$ cat src/tle_pkg.sv
// ----------------------------------------------------------------------------
// tle_pkg
// Shared widths, codes, control word layout and microprogram of the terminal
// line editor.
// ----------------------------------------------------------------------------
package tle_pkg;

    localparam int LINE_CAPACITY = 32;
    localparam int LEN_W         = $clog2(LINE_CAPACITY + 1);
    localparam int ADDR_W        = $clog2(LINE_CAPACITY);
    localparam int CHAR_W        = 8;
    localparam int OP_W          = 3;
    localparam int MOVE_W        = 6;
    localparam int MAG_W         = (LEN_W + 1 > MOVE_W + 1) ? LEN_W + 1 : MOVE_W + 1;
    localparam int PC_W          = 5;

    localparam int S_TDATA_W = CHAR_W;
    localparam int S_TUSER_W = 1 + OP_W;
    localparam int M_TDATA_W = ((CHAR_W + MOVE_W + 7) / 8) * 8;
    localparam int M_PAD_W   = M_TDATA_W - CHAR_W - MOVE_W;

    localparam logic [MAG_W-1:0] MAG_LIMIT = MAG_W'(2 ** (MOVE_W - 1));

    localparam logic [OP_W-1:0] OP_BACKSPACE = OP_W'(1);
    localparam logic [OP_W-1:0] OP_LEFT      = OP_W'(2);
    localparam logic [OP_W-1:0] OP_RIGHT     = OP_W'(3);
    localparam logic [OP_W-1:0] OP_ENTER     = OP_W'(4);

    localparam logic [CHAR_W-1:0] CHAR_SPACE   = 8'h20;
    localparam logic [CHAR_W-1:0] CHAR_NEWLINE = 8'h0A;

    localparam logic KIND_PRINT = 1'b0;
    localparam logic KIND_MOVE  = 1'b1;

    localparam logic [MOVE_W-1:0] MOVE_LEFT_ONE  = {MOVE_W{1'b1}};
    localparam logic [MOVE_W-1:0] MOVE_RIGHT_ONE = MOVE_W'(1);

    typedef enum logic [3:0] {
        COND_NEXT,
        COND_JUMP,
        COND_NO_ACCEPT,
        COND_NO_PRESS,
        COND_CHAR,
        COND_BACKSPACE,
        COND_LEFT,
        COND_RIGHT,
        COND_NOT_ENTER,
        COND_CUR_ZERO,
        COND_CUR_AT_END,
        COND_FULL,
        COND_IDX_AT_END
    } cond_t;

    typedef enum logic [3:0] {
        EM_NONE,
        EM_KEY_CHAR,
        EM_READ_CHAR,
        EM_NEWLINE,
        EM_SPACE,
        EM_MOVE_LEFT,
        EM_MOVE_RIGHT,
        EM_MOVE_TAIL,
        EM_MOVE_TAIL_PLUS1
    } emit_t;

    typedef enum logic [1:0] {
        LST_NO,
        LST_YES,
        LST_IF_NO_TAIL
    } last_t;

    typedef enum logic [1:0] {
        UPD_HOLD,
        UPD_INC,
        UPD_DEC,
        UPD_CLR
    } upd_t;

    typedef enum logic [1:0] {
        IDX_HOLD,
        IDX_LOAD_CUR,
        IDX_INC
    } idx_op_t;

    typedef enum logic [1:0] {
        CARRY_HOLD,
        CARRY_LOAD_KEY,
        CARRY_LOAD_READ
    } carry_op_t;

    typedef enum logic [1:0] {
        MEM_NONE,
        MEM_INSERT,
        MEM_DELETE
    } mem_op_t;

    typedef struct packed {
        cond_t            cond;
        logic [PC_W-1:0]  target;
        logic             accept;
        emit_t            emit;
        last_t            last;
        upd_t             len_op;
        upd_t             cur_op;
        idx_op_t          idx_op;
        carry_op_t        carry_op;
        mem_op_t          mem_op;
    } ctrl_t;

    typedef struct packed {
        logic accepted;
        logic press;
        logic char_nz;
        logic op_backspace;
        logic op_left;
        logic op_right;
        logic op_enter;
        logic cur_zero;
        logic cur_at_end;
        logic full;
        logic idx_at_end;
        logic stall;
    } status_t;

    localparam logic [PC_W-1:0] PC_IDLE      = PC_W'(0);
    localparam logic [PC_W-1:0] PC_DECODE    = PC_W'(1);
    localparam logic [PC_W-1:0] PC_ENTER     = PC_W'(7);
    localparam logic [PC_W-1:0] PC_LEFT      = PC_W'(8);
    localparam logic [PC_W-1:0] PC_RIGHT     = PC_W'(10);
    localparam logic [PC_W-1:0] PC_INSERT    = PC_W'(12);
    localparam logic [PC_W-1:0] PC_INS_LOOP  = PC_W'(14);
    localparam logic [PC_W-1:0] PC_INS_DONE  = PC_W'(16);
    localparam logic [PC_W-1:0] PC_BACKSPACE = PC_W'(19);
    localparam logic [PC_W-1:0] PC_BS_LOOP   = PC_W'(21);
    localparam logic [PC_W-1:0] PC_BS_DONE   = PC_W'(23);

    localparam ctrl_t UW_NOP = '{
        cond:     COND_NEXT,
        target:   PC_IDLE,
        accept:   1'b0,
        emit:     EM_NONE,
        last:     LST_NO,
        len_op:   UPD_HOLD,
        cur_op:   UPD_HOLD,
        idx_op:   IDX_HOLD,
        carry_op: CARRY_HOLD,
        mem_op:   MEM_NONE
    };

    function automatic ctrl_t ucode_word(input logic [PC_W-1:0] pc);
        ctrl_t w;
        w = UW_NOP;
        unique case (pc)
            PC_IDLE: begin
                w.cond   = COND_NO_ACCEPT;
                w.target = PC_IDLE;
                w.accept = 1'b1;
            end
            PC_DECODE: begin
                w.cond   = COND_NO_PRESS;
                w.target = PC_IDLE;
            end
            PC_DECODE + PC_W'(1): begin
                w.cond   = COND_CHAR;
                w.target = PC_INSERT;
            end
            PC_DECODE + PC_W'(2): begin
                w.cond   = COND_BACKSPACE;
                w.target = PC_BACKSPACE;
            end
            PC_DECODE + PC_W'(3): begin
                w.cond   = COND_LEFT;
                w.target = PC_LEFT;
            end
            PC_DECODE + PC_W'(4): begin
                w.cond   = COND_RIGHT;
                w.target = PC_RIGHT;
            end
            PC_DECODE + PC_W'(5): begin
                w.cond   = COND_NOT_ENTER;
                w.target = PC_IDLE;
            end
            PC_ENTER: begin
                w.cond   = COND_JUMP;
                w.target = PC_IDLE;
                w.emit   = EM_NEWLINE;
                w.last   = LST_YES;
                w.len_op = UPD_CLR;
                w.cur_op = UPD_CLR;
            end
            PC_LEFT: begin
                w.cond   = COND_CUR_ZERO;
                w.target = PC_IDLE;
            end
            PC_LEFT + PC_W'(1): begin
                w.cond   = COND_JUMP;
                w.target = PC_IDLE;
                w.emit   = EM_MOVE_LEFT;
                w.last   = LST_YES;
                w.cur_op = UPD_DEC;
            end
            PC_RIGHT: begin
                w.cond   = COND_CUR_AT_END;
                w.target = PC_IDLE;
            end
            PC_RIGHT + PC_W'(1): begin
                w.cond   = COND_JUMP;
                w.target = PC_IDLE;
                w.emit   = EM_MOVE_RIGHT;
                w.last   = LST_YES;
                w.cur_op = UPD_INC;
            end
            PC_INSERT: begin
                w.cond   = COND_FULL;
                w.target = PC_IDLE;
            end
            PC_INSERT + PC_W'(1): begin
                w.emit     = EM_KEY_CHAR;
                w.last     = LST_IF_NO_TAIL;
                w.idx_op   = IDX_LOAD_CUR;
                w.carry_op = CARRY_LOAD_KEY;
            end
            PC_INS_LOOP: begin
                w.cond   = COND_IDX_AT_END;
                w.target = PC_INS_DONE;
            end
            PC_INS_LOOP + PC_W'(1): begin
                w.cond     = COND_JUMP;
                w.target   = PC_INS_LOOP;
                w.emit     = EM_READ_CHAR;
                w.idx_op   = IDX_INC;
                w.carry_op = CARRY_LOAD_READ;
                w.mem_op   = MEM_INSERT;
            end
            PC_INS_DONE: begin
                w.mem_op = MEM_INSERT;
                w.len_op = UPD_INC;
                w.cur_op = UPD_INC;
            end
            PC_INS_DONE + PC_W'(1): begin
                w.cond   = COND_CUR_AT_END;
                w.target = PC_IDLE;
            end
            PC_INS_DONE + PC_W'(2): begin
                w.cond   = COND_JUMP;
                w.target = PC_IDLE;
                w.emit   = EM_MOVE_TAIL;
                w.last   = LST_YES;
            end
            PC_BACKSPACE: begin
                w.cond   = COND_CUR_ZERO;
                w.target = PC_IDLE;
            end
            PC_BACKSPACE + PC_W'(1): begin
                w.emit   = EM_MOVE_LEFT;
                w.idx_op = IDX_LOAD_CUR;
            end
            PC_BS_LOOP: begin
                w.cond   = COND_IDX_AT_END;
                w.target = PC_BS_DONE;
            end
            PC_BS_LOOP + PC_W'(1): begin
                w.cond   = COND_JUMP;
                w.target = PC_BS_LOOP;
                w.emit   = EM_READ_CHAR;
                w.idx_op = IDX_INC;
                w.mem_op = MEM_DELETE;
            end
            PC_BS_DONE: begin
                w.len_op = UPD_DEC;
                w.cur_op = UPD_DEC;
            end
            PC_BS_DONE + PC_W'(1): begin
                w.emit = EM_SPACE;
            end
            PC_BS_DONE + PC_W'(2): begin
                w.cond   = COND_JUMP;
                w.target = PC_IDLE;
                w.emit   = EM_MOVE_TAIL_PLUS1;
                w.last   = LST_YES;
            end
            default: begin
                w.cond   = COND_JUMP;
                w.target = PC_IDLE;
            end
        endcase
        return w;
    endfunction

endpackage

$ cat src/terminal_line_editor_unit.sv
// ----------------------------------------------------------------------------
// terminal_line_editor_unit
// Line editor for key events that echoes edits as console commands.
//
// Key events enter on the s_ channel and console commands leave on the m_
// channel; both use a valid/ready handshake. One key event gives up to
// LINE_CAPACITY + 2 commands, and m_tlast marks the final one of an event.
// A release, an ignored key or an event with echo off gives no command.
// The block takes one key event at a time: s_tready is high only while the
// sequencer waits at its idle step. Inserting or deleting walks the tail of
// the line through the line store, one read and one write per character.
// Commands are registered: each appears on m_ in the cycle after the
// command step that makes it. When the receiver holds m_tready low, the
// sequencer waits at the step that produces the next command; nothing is
// lost or repeated. Reset clears the line, the cursor and the output valid
// flag and sets echo on; the contents of the line store are not cleared and
// need no clearing.
// ----------------------------------------------------------------------------
module terminal_line_editor_unit (
    input  logic                           aclk,
    input  logic                           aresetn,
    input  logic                           s_tvalid,
    output logic                           s_tready,
    input  logic [tle_pkg::S_TDATA_W-1:0]  s_tdata,   // [7:0] key_char
    input  logic [tle_pkg::S_TUSER_W-1:0]  s_tuser,   // [0] is_press, [3:1] op
    output logic                           m_tvalid,
    input  logic                           m_tready,
    output logic [tle_pkg::M_TDATA_W-1:0]  m_tdata,   // [7:0] out_char, [13:8] move_by
    output logic [0:0]                     m_tuser,   // [0] cmd_kind
    output logic                           m_tlast,
    input  logic                           cfg_wr_en,
    input  logic                           cfg_wr_data
);
    import tle_pkg::*;

    ctrl_t              ctrl;
    status_t            status;
    logic               cmd_kind;
    logic [CHAR_W-1:0]  out_char;
    logic [MOVE_W-1:0]  move_by;

    tle_sequencer u_sequencer (
        .aclk    (aclk),
        .aresetn (aresetn),
        .status  (status),
        .ctrl    (ctrl)
    );

    tle_datapath u_datapath (
        .aclk         (aclk),
        .aresetn      (aresetn),
        .s_tvalid     (s_tvalid),
        .in_is_press  (s_tuser[0]),
        .in_key_char  (s_tdata[CHAR_W-1:0]),
        .in_op        (s_tuser[OP_W:1]),
        .cfg_wr_en    (cfg_wr_en),
        .cfg_wr_data  (cfg_wr_data),
        .ctrl         (ctrl),
        .status       (status),
        .out_valid    (m_tvalid),
        .out_ready    (m_tready),
        .out_cmd_kind (cmd_kind),
        .out_char     (out_char),
        .out_move_by  (move_by),
        .out_last     (m_tlast)
    );

    assign s_tready   = ctrl.accept;
    assign m_tdata    = {{M_PAD_W{1'b0}}, move_by, out_char};
    assign m_tuser[0] = cmd_kind;

endmodule

$ cat src/tle_sequencer.sv
// ----------------------------------------------------------------------------
// tle_sequencer
// Step counter and microprogram store; picks the next step from the jump
// condition of the current control word.
// ----------------------------------------------------------------------------
module tle_sequencer (
    input  logic              aclk,
    input  logic              aresetn,
    input  tle_pkg::status_t  status,
    output tle_pkg::ctrl_t    ctrl
);
    import tle_pkg::*;

    logic [PC_W-1:0] pc_reg;
    logic [PC_W-1:0] pc_next;
    logic            taken;

    always_comb begin
        ctrl = ucode_word(pc_reg);
        unique case (ctrl.cond)
            COND_NEXT:       taken = 1'b0;
            COND_JUMP:       taken = 1'b1;
            COND_NO_ACCEPT:  taken = !status.accepted;
            COND_NO_PRESS:   taken = !status.press;
            COND_CHAR:       taken = status.char_nz;
            COND_BACKSPACE:  taken = status.op_backspace;
            COND_LEFT:       taken = status.op_left;
            COND_RIGHT:      taken = status.op_right;
            COND_NOT_ENTER:  taken = !status.op_enter;
            COND_CUR_ZERO:   taken = status.cur_zero;
            COND_CUR_AT_END: taken = status.cur_at_end;
            COND_FULL:       taken = status.full;
            COND_IDX_AT_END: taken = status.idx_at_end;
            default:         taken = 1'b1;
        endcase
        if (status.stall) begin
            pc_next = pc_reg;
        end else if (taken) begin
            pc_next = ctrl.target;
        end else begin
            pc_next = pc_reg + PC_W'(1);
        end
    end

    always_ff @(posedge aclk) begin
        if (!aresetn) begin
            pc_reg <= PC_IDLE;
        end else begin
            pc_reg <= pc_next;
        end
    end

endmodule

$ cat src/tle_datapath.sv
// ----------------------------------------------------------------------------
// tle_datapath
// Line store, length, cursor and walk index, echo register and the output
// register; all but the echo register are driven by the current control word.
// ----------------------------------------------------------------------------
module tle_datapath (
    input  logic                        aclk,
    input  logic                        aresetn,
    input  logic                        s_tvalid,
    input  logic                        in_is_press,
    input  logic [tle_pkg::CHAR_W-1:0]  in_key_char,
    input  logic [tle_pkg::OP_W-1:0]    in_op,
    input  logic                        cfg_wr_en,
    input  logic                        cfg_wr_data,
    input  tle_pkg::ctrl_t              ctrl,
    output tle_pkg::status_t            status,
    output logic                        out_valid,
    input  logic                        out_ready,
    output logic                        out_cmd_kind,
    output logic [tle_pkg::CHAR_W-1:0]  out_char,
    output logic [tle_pkg::MOVE_W-1:0]  out_move_by,
    output logic                        out_last
);
    import tle_pkg::*;

    logic                echo_reg;
    logic                press_reg;
    logic [CHAR_W-1:0]   key_char_reg;
    logic [OP_W-1:0]     op_reg;
    logic [LEN_W-1:0]    len_reg, len_next;
    logic [LEN_W-1:0]    cur_reg, cur_next;
    logic [LEN_W-1:0]    idx_reg, idx_next;
    logic [CHAR_W-1:0]   carry_reg, carry_next;
    logic [CHAR_W-1:0]   rd_data_reg;
    logic [CHAR_W-1:0]   line_mem [LINE_CAPACITY];

    logic                out_valid_reg, out_valid_next;
    logic                out_kind_reg, out_kind_next;
    logic [CHAR_W-1:0]   out_char_reg, out_char_next;
    logic [MOVE_W-1:0]   out_move_reg, out_move_next;
    logic                out_last_reg, out_last_next;

    logic                emit_on;
    logic                stall;
    logic                go;
    logic                fire;
    logic                accepted;
    logic [LEN_W-1:0]    tail;
    logic [MAG_W-1:0]    mag;
    logic [MAG_W-1:0]    mag_sat;
    logic [MAG_W-1:0]    neg_mag;
    logic [MOVE_W-1:0]   move_tail;
    logic [LEN_W-1:0]    wr_idx;
    logic [CHAR_W-1:0]   wr_data;
    logic                mem_we;

    always_comb begin
        emit_on  = (ctrl.emit != EM_NONE) && echo_reg;
        stall    = emit_on && out_valid_reg && !out_ready;
        go       = !stall;
        fire     = go && emit_on;
        accepted = s_tvalid && ctrl.accept;

        tail    = len_reg - cur_reg;
        mag     = MAG_W'(tail) + ((ctrl.emit == EM_MOVE_TAIL_PLUS1) ? MAG_W'(1) : MAG_W'(0));
        mag_sat = (mag > MAG_LIMIT) ? MAG_LIMIT : mag;
        neg_mag = MAG_W'(0) - mag_sat;
        move_tail = neg_mag[MOVE_W-1:0];

        out_kind_next = KIND_PRINT;
        out_char_next = '0;
        out_move_next = '0;
        unique case (ctrl.emit)
            EM_KEY_CHAR:  out_char_next = key_char_reg;
            EM_READ_CHAR: out_char_next = rd_data_reg;
            EM_NEWLINE:   out_char_next = CHAR_NEWLINE;
            EM_SPACE:     out_char_next = CHAR_SPACE;
            EM_MOVE_LEFT: begin
                out_kind_next = KIND_MOVE;
                out_move_next = MOVE_LEFT_ONE;
            end
            EM_MOVE_RIGHT: begin
                out_kind_next = KIND_MOVE;
                out_move_next = MOVE_RIGHT_ONE;
            end
            EM_MOVE_TAIL, EM_MOVE_TAIL_PLUS1: begin
                out_kind_next = KIND_MOVE;
                out_move_next = move_tail;
            end
            default: out_char_next = '0;
        endcase

        unique case (ctrl.last)
            LST_YES:        out_last_next = 1'b1;
            LST_IF_NO_TAIL: out_last_next = (cur_reg == len_reg);
            default:        out_last_next = 1'b0;
        endcase

        if (fire) begin
            out_valid_next = 1'b1;
        end else if (out_ready) begin
            out_valid_next = 1'b0;
        end else begin
            out_valid_next = out_valid_reg;
        end

        len_next = len_reg;
        if (go) begin
            unique case (ctrl.len_op)
                UPD_INC: len_next = len_reg + LEN_W'(1);
                UPD_DEC: len_next = len_reg - LEN_W'(1);
                UPD_CLR: len_next = '0;
                default: len_next = len_reg;
            endcase
        end

        cur_next = cur_reg;
        if (go) begin
            unique case (ctrl.cur_op)
                UPD_INC: cur_next = cur_reg + LEN_W'(1);
                UPD_DEC: cur_next = cur_reg - LEN_W'(1);
                UPD_CLR: cur_next = '0;
                default: cur_next = cur_reg;
            endcase
        end

        idx_next = idx_reg;
        if (go) begin
            unique case (ctrl.idx_op)
                IDX_LOAD_CUR: idx_next = cur_reg;
                IDX_INC:      idx_next = idx_reg + LEN_W'(1);
                default:      idx_next = idx_reg;
            endcase
        end

        carry_next = carry_reg;
        if (go) begin
            unique case (ctrl.carry_op)
                CARRY_LOAD_KEY:  carry_next = key_char_reg;
                CARRY_LOAD_READ: carry_next = rd_data_reg;
                default:         carry_next = carry_reg;
            endcase
        end

        mem_we  = go && (ctrl.mem_op != MEM_NONE);
        wr_idx  = (ctrl.mem_op == MEM_DELETE) ? idx_reg - LEN_W'(1) : idx_reg;
        wr_data = (ctrl.mem_op == MEM_DELETE) ? rd_data_reg : carry_reg;

        status.accepted     = accepted;
        status.press        = press_reg;
        status.char_nz      = (key_char_reg != '0);
        status.op_backspace = (op_reg == OP_BACKSPACE);
        status.op_left      = (op_reg == OP_LEFT);
        status.op_right     = (op_reg == OP_RIGHT);
        status.op_enter     = (op_reg == OP_ENTER);
        status.cur_zero     = (cur_reg == '0);
        status.cur_at_end   = (cur_reg == len_reg);
        status.full         = (len_reg == LEN_W'(LINE_CAPACITY));
        status.idx_at_end   = (idx_reg == len_reg);
        status.stall        = stall;
    end

    always_ff @(posedge aclk) begin
        if (!aresetn) begin
            echo_reg      <= 1'b1;
            len_reg       <= '0;
            cur_reg       <= '0;
            out_valid_reg <= 1'b0;
        end else begin
            if (cfg_wr_en) begin
                echo_reg <= cfg_wr_data;
            end
            len_reg       <= len_next;
            cur_reg       <= cur_next;
            out_valid_reg <= out_valid_next;
        end
    end

    always_ff @(posedge aclk) begin
        if (accepted) begin
            press_reg    <= in_is_press;
            key_char_reg <= in_key_char;
            op_reg       <= in_op;
        end
        idx_reg   <= idx_next;
        carry_reg <= carry_next;
        if (fire) begin
            out_kind_reg <= out_kind_next;
            out_char_reg <= out_char_next;
            out_move_reg <= out_move_next;
            out_last_reg <= out_last_next;
        end
    end

    always_ff @(posedge aclk) begin
        if (mem_we) begin
            line_mem[wr_idx[ADDR_W-1:0]] <= wr_data;
        end
    end

    always_ff @(posedge aclk) begin
        rd_data_reg <= line_mem[idx_reg[ADDR_W-1:0]];
    end

    assign out_valid    = out_valid_reg;
    assign out_cmd_kind = out_kind_reg;
    assign out_char     = out_char_reg;
    assign out_move_by  = out_move_reg;
    assign out_last     = out_last_reg;

endmodule

$ cat config.mk
export PLATFORM = sky130hd
export DESIGN_NAME = terminal_line_editor_unit
export DESIGN_NICKNAME = d
export VERILOG_FILES = /design/src/tle_pkg.sv /design/src/terminal_line_editor_unit.sv /design/src/tle_sequencer.sv /design/src/tle_datapath.sv
export SDC_FILE = /design/constraint.sdc
export NUM_CORES = 1
export LEC_CHECK = 0
export BUFFER_PORTS_ARGS = -buffer_cell sky130_fd_sc_hd__clkbuf_2
export CAP_MARGIN = 0
export CORE_MARGIN = 3
export CORE_UTILIZATION = 50
export DETAILED_ROUTE_END_ITERATION = 10
export PLACE_DENSITY_LB_ADDON = 0.05
export SETUP_SLACK_MARGIN = 0.4
export SLEW_MARGIN = 20
export SYNTH_ARGS = -nofsm -noshare
export SYNTH_HDL_FRONTEND = slang
export SYNTH_SLANG_ARGS = --single-unit
$ cat constraint.sdc
create_clock -name aclk -period 4.1 [get_ports aclk]
set_input_delay 0.205 -clock aclk [delete_from_list [all_inputs] [get_ports aclk]]
set_output_delay 0.205 -clock aclk [all_outputs]
set_load 0.01 [all_outputs]
== After elaboration in Yosys (flattened, before gate mapping) ==
Memories as Yosys holds them, arrays and structs flattened. A register that Yosys moved wholly into a read port is not among the register bits.
Index checks and enable logic that the tools add are counted.
Storage, ports and cells
  output and inout port bits: 20
  register bits after elaboration: 61
  memories: 1
  input bits: 18
  memory bits (writable): 256
Cells by class
  reductions and logical operators: 38
  $add $sub $neg: 10
  eq/ne operators: 64
  bitwise operators: 1
  multiplexer cells: 27
  magnitude comparators: 1
Memories
  u_datapath.line_mem: depth 32, width 8, read ports 1, clocked after memory_dff 1, wr ports 1, RTL line tle_datapath.sv:35  | logic [CHAR_W-1:0] line_mem [LINE_CAPACITY];
Operators with widths (count)
  9-bit case mux with 15 select lines: 1
  6-bit case mux with 3 select lines: 3
  5-bit equality test (second input constant): 10
  5-bit by 4-bit equality test with 1-bit output (second input constant): 8
  4-bit by 3-bit equality test with 1-bit output (second input constant): 8
  4-bit case mux with 8 select lines: 1
  8-bit case mux with 4 select lines: 1
  4-bit equality test (second input constant): 6
  5-bit by 3-bit equality test with 1-bit output (second input constant): 4
  6-bit by 1-bit adder with 6-bit output (second input constant): 3
  2-bit OR reduction: 9
  2-bit equality test (second input constant): 8
  4-bit by 2-bit equality test with 1-bit output (second input constant): 4
  2-bit case mux with 2 select lines: 4
  8-bit case mux with 2 select lines: 1
  6-bit equality test: 2
  1-bit case mux with 12 select lines: 1
  2-bit case mux with 3 select lines: 2
  6-bit case mux with 2 select lines: 1
  6-bit by 1-bit subtractor with 6-bit output (second input constant): 2
  2-bit by 1-bit equality test with 1-bit output (second input constant): 5
  5-bit by 2-bit equality test with 1-bit output (second input constant): 2
  5-bit 2-to-1 mux: 2
  5-bit OR reduction: 2
  other kinds (28): 51

== Longest topological paths before layout ==
  depth after elaboration: 11
  mapped depth: 19
  depth with buffers taken out: 18

== By module ==
From an unflattened synthesis, not the netlist that was laid out.
Unflattened totals
  cell total of the unflattened synthesis: 955
  area total of the unflattened synthesis: 14764.2 um^2
By module, submodules not included
  tle_datapath: seq. area each 9389.0 um^2, cells each 781, times used 1, area an instance 13606.8 um^2
  tle_sequencer: seq. area each 100.1 um^2, cells each 171, times used 1, area an instance 1138.6 um^2
  terminal_line_editor_unit: seq. area each 0.0 um^2, cells each 3, times used 1, area an instance 18.8 um^2

== Worst setup path before layout ==
OpenSTA, ideal clock, no wires.
  path kind: register -> register
  from: register u_sequencer.pc_reg[0]
  to: register u_datapath.out_move_reg[4] (netlist: u_datapath.out_move_by[4]) (data pin)
  data required time: 3.845 ns
  library setup time: 0.255 ns
  setup slack: 0.123 ns
  period minus slack after synthesis: 3.977 ns
  cell stages (with the launch flop): 19
  arrival time: 3.722 ns
  path through: dfxtp_1 -> inv_1 -> ha_1 -> clkbuf_1 -> nand3b_1 -> a21oi_1 -> a311oi_1 -> and2_1 -> ha_1 -> ha_1 -> or3_1 -> inv_1 -> nand4b_1 -> a21oi_1 -> nand2_1 -> ha_1 -> mux2i_1 -> nand2_1 -> a31o_1
Between the ends
  word-level cells in the longest chain between the ends: 10
  elaborated cells between the ends (all ways): 24
  classes of those cells: add/sub: 2; order compare: 1; eq/ne: 14; mux: 4; reduce/logical: 3
Ends and longest elaborated chain
  start: declaration: RTL line tle_sequencer.sv:14  | logic [PC_W-1:0] pc_reg;
  start signal: assignment: RTL line tle_sequencer.sv:49  | pc_reg <= pc_next;
  5-bit by 4-bit equality test with 1-bit output or 5-bit equality test (tied branches): RTL line tle_pkg.sv:153  | unique case (pc)
  2-bit OR reduction (no line)
  4-bit case mux with 8 select lines (*): RTL line tle_pkg.sv:153
  4-bit equality test: RTL line tle_datapath.sv:65, tle_datapath.sv:73
  1-bit 2-to-1 mux: RTL line tle_datapath.sv:65  | mag = MAG_W'(tail) + ((ctrl.emit == EM_MOVE_TAIL_PLUS1) ? MAG_W'(1) : MAG_W'(0));
  6-bit by 1-bit adder with 7-bit output: RTL line tle_datapath.sv:65
  7-bit by 6-bit > comparator with 1-bit output: RTL line tle_datapath.sv:66  | mag_sat = (mag > MAG_LIMIT) ? MAG_LIMIT : mag;
  6-bit 2-to-1 mux: RTL line tle_datapath.sv:66
  1-bit by 6-bit subtractor with 6-bit output: RTL line tle_datapath.sv:67  | neg_mag = MAG_W'(0) - mag_sat;
  6-bit case mux with 3 select lines (*): RTL line tle_datapath.sv:73  | unique case (ctrl.emit)
  named net u_datapath.out_move_next[4]: RTL line tle_datapath.sv:40  | logic [MOVE_W-1:0] out_move_reg, out_move_next;
  end signal: assignment: RTL line tle_datapath.sv:190  | out_move_reg <= out_move_next;
  end: declaration: RTL line tle_datapath.sv:40
Mark *: on every way through the listed nets, which the timed path passes. The rest lies on a longest branch.
A chain may end at the register's enable or synchronous reset.

== Final worst setup path ==
  from: register u_sequencer.pc_reg[0]
  to: register u_datapath.out_move_reg[2] (netlist: u_datapath.out_move_by[2]) (data pin)
Same word-level chain as after synthesis.

==> summary.md <==
| Metric | Value |
|---|---|
| Status | `complete, no violations` |
| Post-synth EDFFs | `~300` |
| Worst path slowest cell | `or3_4` |
| H-tree levels | `2` |
| Adder-Cell Fraction of Synth Area | `about 2.7%` |
| Synth Area in Simple Gates | `8.39%` |
| Syn avg cell area | `15.3 um2` |
| Initial antenna violation count | `0` |
| Final setup viols | `0` |
| Gpl congestion | `0.894` |
| Footprint of the multi-input gates | `5150 um2` |
| Vias in the first global route | `8,468` |
| Critical path required time | `4360 ps` |
| Antenna Nets Post-Route | `0` |
| XOR/XNOR Fraction of Synth Area | `roughly 1.6%` |
| Hold WC Path Type | `in2reg` |
| Initial Util | `51.3%` |
| FF-to-FF setup slack | `about 560 ps` |
| Synth cell count leaders | `298 x edfxtp_1, 89 x nor2_1, 81 x mux4_2` |
| Final wirelength | `34,500 um` |
| Post-synthesis cell type count | `78` |
| Crit path max fanout | `5` |
| Most common cell in the synthesized netlist | `edfxtp_1` |
| Drt drc | `0` |
| Filler cells | `2,233` |
| Clock skew | `between 15 and 20 ps` |
| YS warnings | `0` |
| Critical path type | `reg2reg` |
| Final Instance Area | `17,300 um2` |
| Via/cell ratio | `around 6` |
| CTS Root Buffer Type | `clkbuf_16` |
| Arr. time, crit path | `3800 ps` |
| Final slew viol count | `0` |
| DRT Pass-1 Iters | `6` |
| Fmax | `283 MHz` |
| Placed wire-length estimate | `22,600 um` |
| PortBufs | `35` |
| CP cell instances | `inv_1 > ha_1 > nand3b_1 > a21oi_2 > a311oi_2 > and2_4 > ha_4 > ha_4 > xor2_2 > or3_4 > inv_2 > nand4b_1 > a21oi_2 > nand2_1 > ha_2 > buf_4 > xnor2_1 > a21o_1` |
| RSZ-0062 raised after global routing | `no` |
| Number of buffers created by CTS | `35` |
| Peak VDD IR | `between 0.4 and 0.5 mV` |
| Max reg flops | `256` |
| Largest net degree at the start of global routing | `between 50 and 60` |
| Synth top area share | `60.1%` |
| Synth Instances | `974` |
| Setup TNS | `0 ps` |
| Max-Cap Viols | `0` |
| Ys flop type | `edfxtp_1` |
| Mux share of post-synthesis cell area | `14.2%` |
| Final Cycle Share | `86.3%` |
| Area delta synth->final | `15.9%` |
| Flops & latches, synth | `about 330` |
| Layout cells sized above 1 | `26.8%` |
| Die W | `about 180 um` |
| CTS tree | `yes` |
| Chip height | `about 180 um` |
| Via count | `8,679` |
| Setup crit end kind | `flip-flop` |
| Clk buf depth | `3` |
| Synth area leaders | `edfxtp_1 60%, mux4_2 12%, dfxtp_1 3.6%, ha_1 2.3%, nor2_1 2.2%` |
| Core ar. | `approximately 29,000 um2` |
| DR WL/cell | `around 23 um` |
| Reg area | `9500 um2` |
| Total gr overflow | `0` |
| Min cycle time layout | `roughly 3500 ps` |
| Final hold viol count | `0` |
| Area leader, netlist | `edfxtp_1` |
| Placed Area | `15,800 um2` |
| Relative slew margins | `23.6%` |
| Die area | `31,900 um2` |
| Slowest stage delay, CP | `380 ps` |
| Cell family with most CP delay | `simple AND/OR/NAND/NOR gates` |
| N_diodes | `0` |
| Largest family of logic cells by synthesized area | `multiplexers` |
| GRT Overall Usage | `22.0%` |
| DRT iter0 DRCs | `835` |
| Register area share after synthesis | `between 60% and 70%` |
| Global-route wire length before repair | `51,900 um` |
| IO Pins | `38` |
| Mapped cell area | `14,900 um2` |
| Rows | `slightly above 60` |
| Clk pin slew, worst setup/hold paths | `approximately 60 ps` |
| Critical path buffers and inverters | `3` |
| Tightest Pin Transition | `1140 ps` |
| Num Clock Sinks | `325` |
| Clock latency on the worst-skew pair | `520 ps` |
| FFs w/ async S/R, synth | `0%` |
| Critical Path Source Type | `flip-flop` |
| Nets | `approximately 1,100` |
| Static Leak | `slightly below 6 nW` |
| P per Cell Area | `477 nW/um2` |
| Compound-gate portion of the synthesized area | `7.12%` |
-- worst register-to-register path: stages (launching register included) --
cell	delay (ps)
dfxtp_4	360
inv_1	100
ha_1	180
nand3b_1	140
a21oi_2	230
a311oi_2	80
and2_4	190
ha_4	170
ha_4	170
xor2_2	180
or3_4	380
inv_2	70
nand4b_1	120
a21oi_2	210
nand2_1	80
ha_2	200
buf_4	130
xnor2_1	120
a21o_1	190
-- placed cells by master (no fill, tap or decap), types with 6 or more instances in the layout --
cell | synthesis | routed
nand3_1 | 16 | 16
xnor2_1 | 15 | 15
a21o_1 | 8 | 8
a21oi_1 | 44 | 42
mux4_2 | 81 | 81
or3_1 | 13 | 12
buf_4 | 4 | 66
mux2_2 | 18 | 18
nand2_1 | 62 | 60
nor3_1 | 26 | 25
nor2_1 | 89 | 88
a31oi_1 | 7 | 7
dlygate4sd3_1 | 0 | 15
a22oi_1 | 6 | 6
o21ai_0 | 23 | 23
nor2b_1 | 6 | 6
clkbuf_2 | 0 | 35
edfxtp_1 | 298 | 298
ha_1 | 27 | 22
nand2b_1 | 6 | 6
clkbuf_1 | 33 | 9
nand4_1 | 6 | 6
mux2i_1 | 7 | 7
clkinv_2 | 0 | 6
xor2_1 | 10 | 8
clkbuf_16 | 0 | 35
inv_1 | 25 | 24
dfxtp_1 | 27 | 24
-- per-layer routing --
layer  track usage [%]  wire length [um]  part of all wire [%]
met2              35.1             16500                    48
met1              31.0             15000                    43
met4              8.21              1250                   3.6
met5                 0                 0                     0
met3              3.43              1750                   5.1
-- final cells by class --
| class | count | area share, % |
|---|---|---|
| clock buffers | 48 | 5.59 |
| inverters | 26 | 0.565 |
| well taps | 384 | 2.78 |
| repair buffers | 119 | 5.00 |
| clock inverters | 15 | 1.17 |
| flip-flops and latches | 325 | 55.0 |
| multi-input cells | 572 | 29.9 |
-- worst paths after layout --
check,startpoint,depth (start not counted),to
max,u_sequencer.pc_reg[0]$_SDFFE_PN0N_,18,u_datapath.out_move_by[2]$_DFFE_PP_
min,aresetn,2,u_datapath.len_reg[5]$_SDFFE_PN0P_
max reg2reg,u_sequencer.pc_reg[0]$_SDFFE_PN0N_,18,u_datapath.out_move_by[2]$_DFFE_PP_
min reg2reg,u_sequencer.pc_reg[0]$_SDFFE_PN0N_,2,u_sequencer.pc_reg[0]$_SDFFE_PN0N_
-- metrics by stage --
step	hold slack, ps	power, mW	utilization (%)	cells	setup slack (ps)
finish	88.4	8.23	59.5	1489	562
global route	90.2	8.54	59.5	1489	399
CTS	63.8	8.24	59.0	1483	410
detailed placement	385	5.04	54.5	1405	433
global placement	383	5.06	54.5	1405	496
floorplan	267	4.74	-	975	401
-- cell families after synthesis --
logic type / Yosys count
buffers and inverters: 78
other: 1
AND/OR/NAND/NOR: 262
adder cells (fa/ha/maj): 30
XOR/XNOR: 26
AO/OA/AOI/OAI: 145
flip-flops: 325
multiplexers: 107
-- power breakdown --
group          switching (mW)  internal [mW]  leakage [nW]
sequential             0.0634           3.66          2.93
combinational           0.833          0.498          2.39
clock                    1.26           1.91         0.570
total                    2.16           6.07          5.89
-- repair_timing --
item	CTS	global route
hold buffers	15	0
buffers inserted	0	6
resized for setup	0	22
endpoints found under the setup margin	0	3
endpoints found under the hold margin	13	0
No activity file was read; power rests on OpenSTA's default activity.
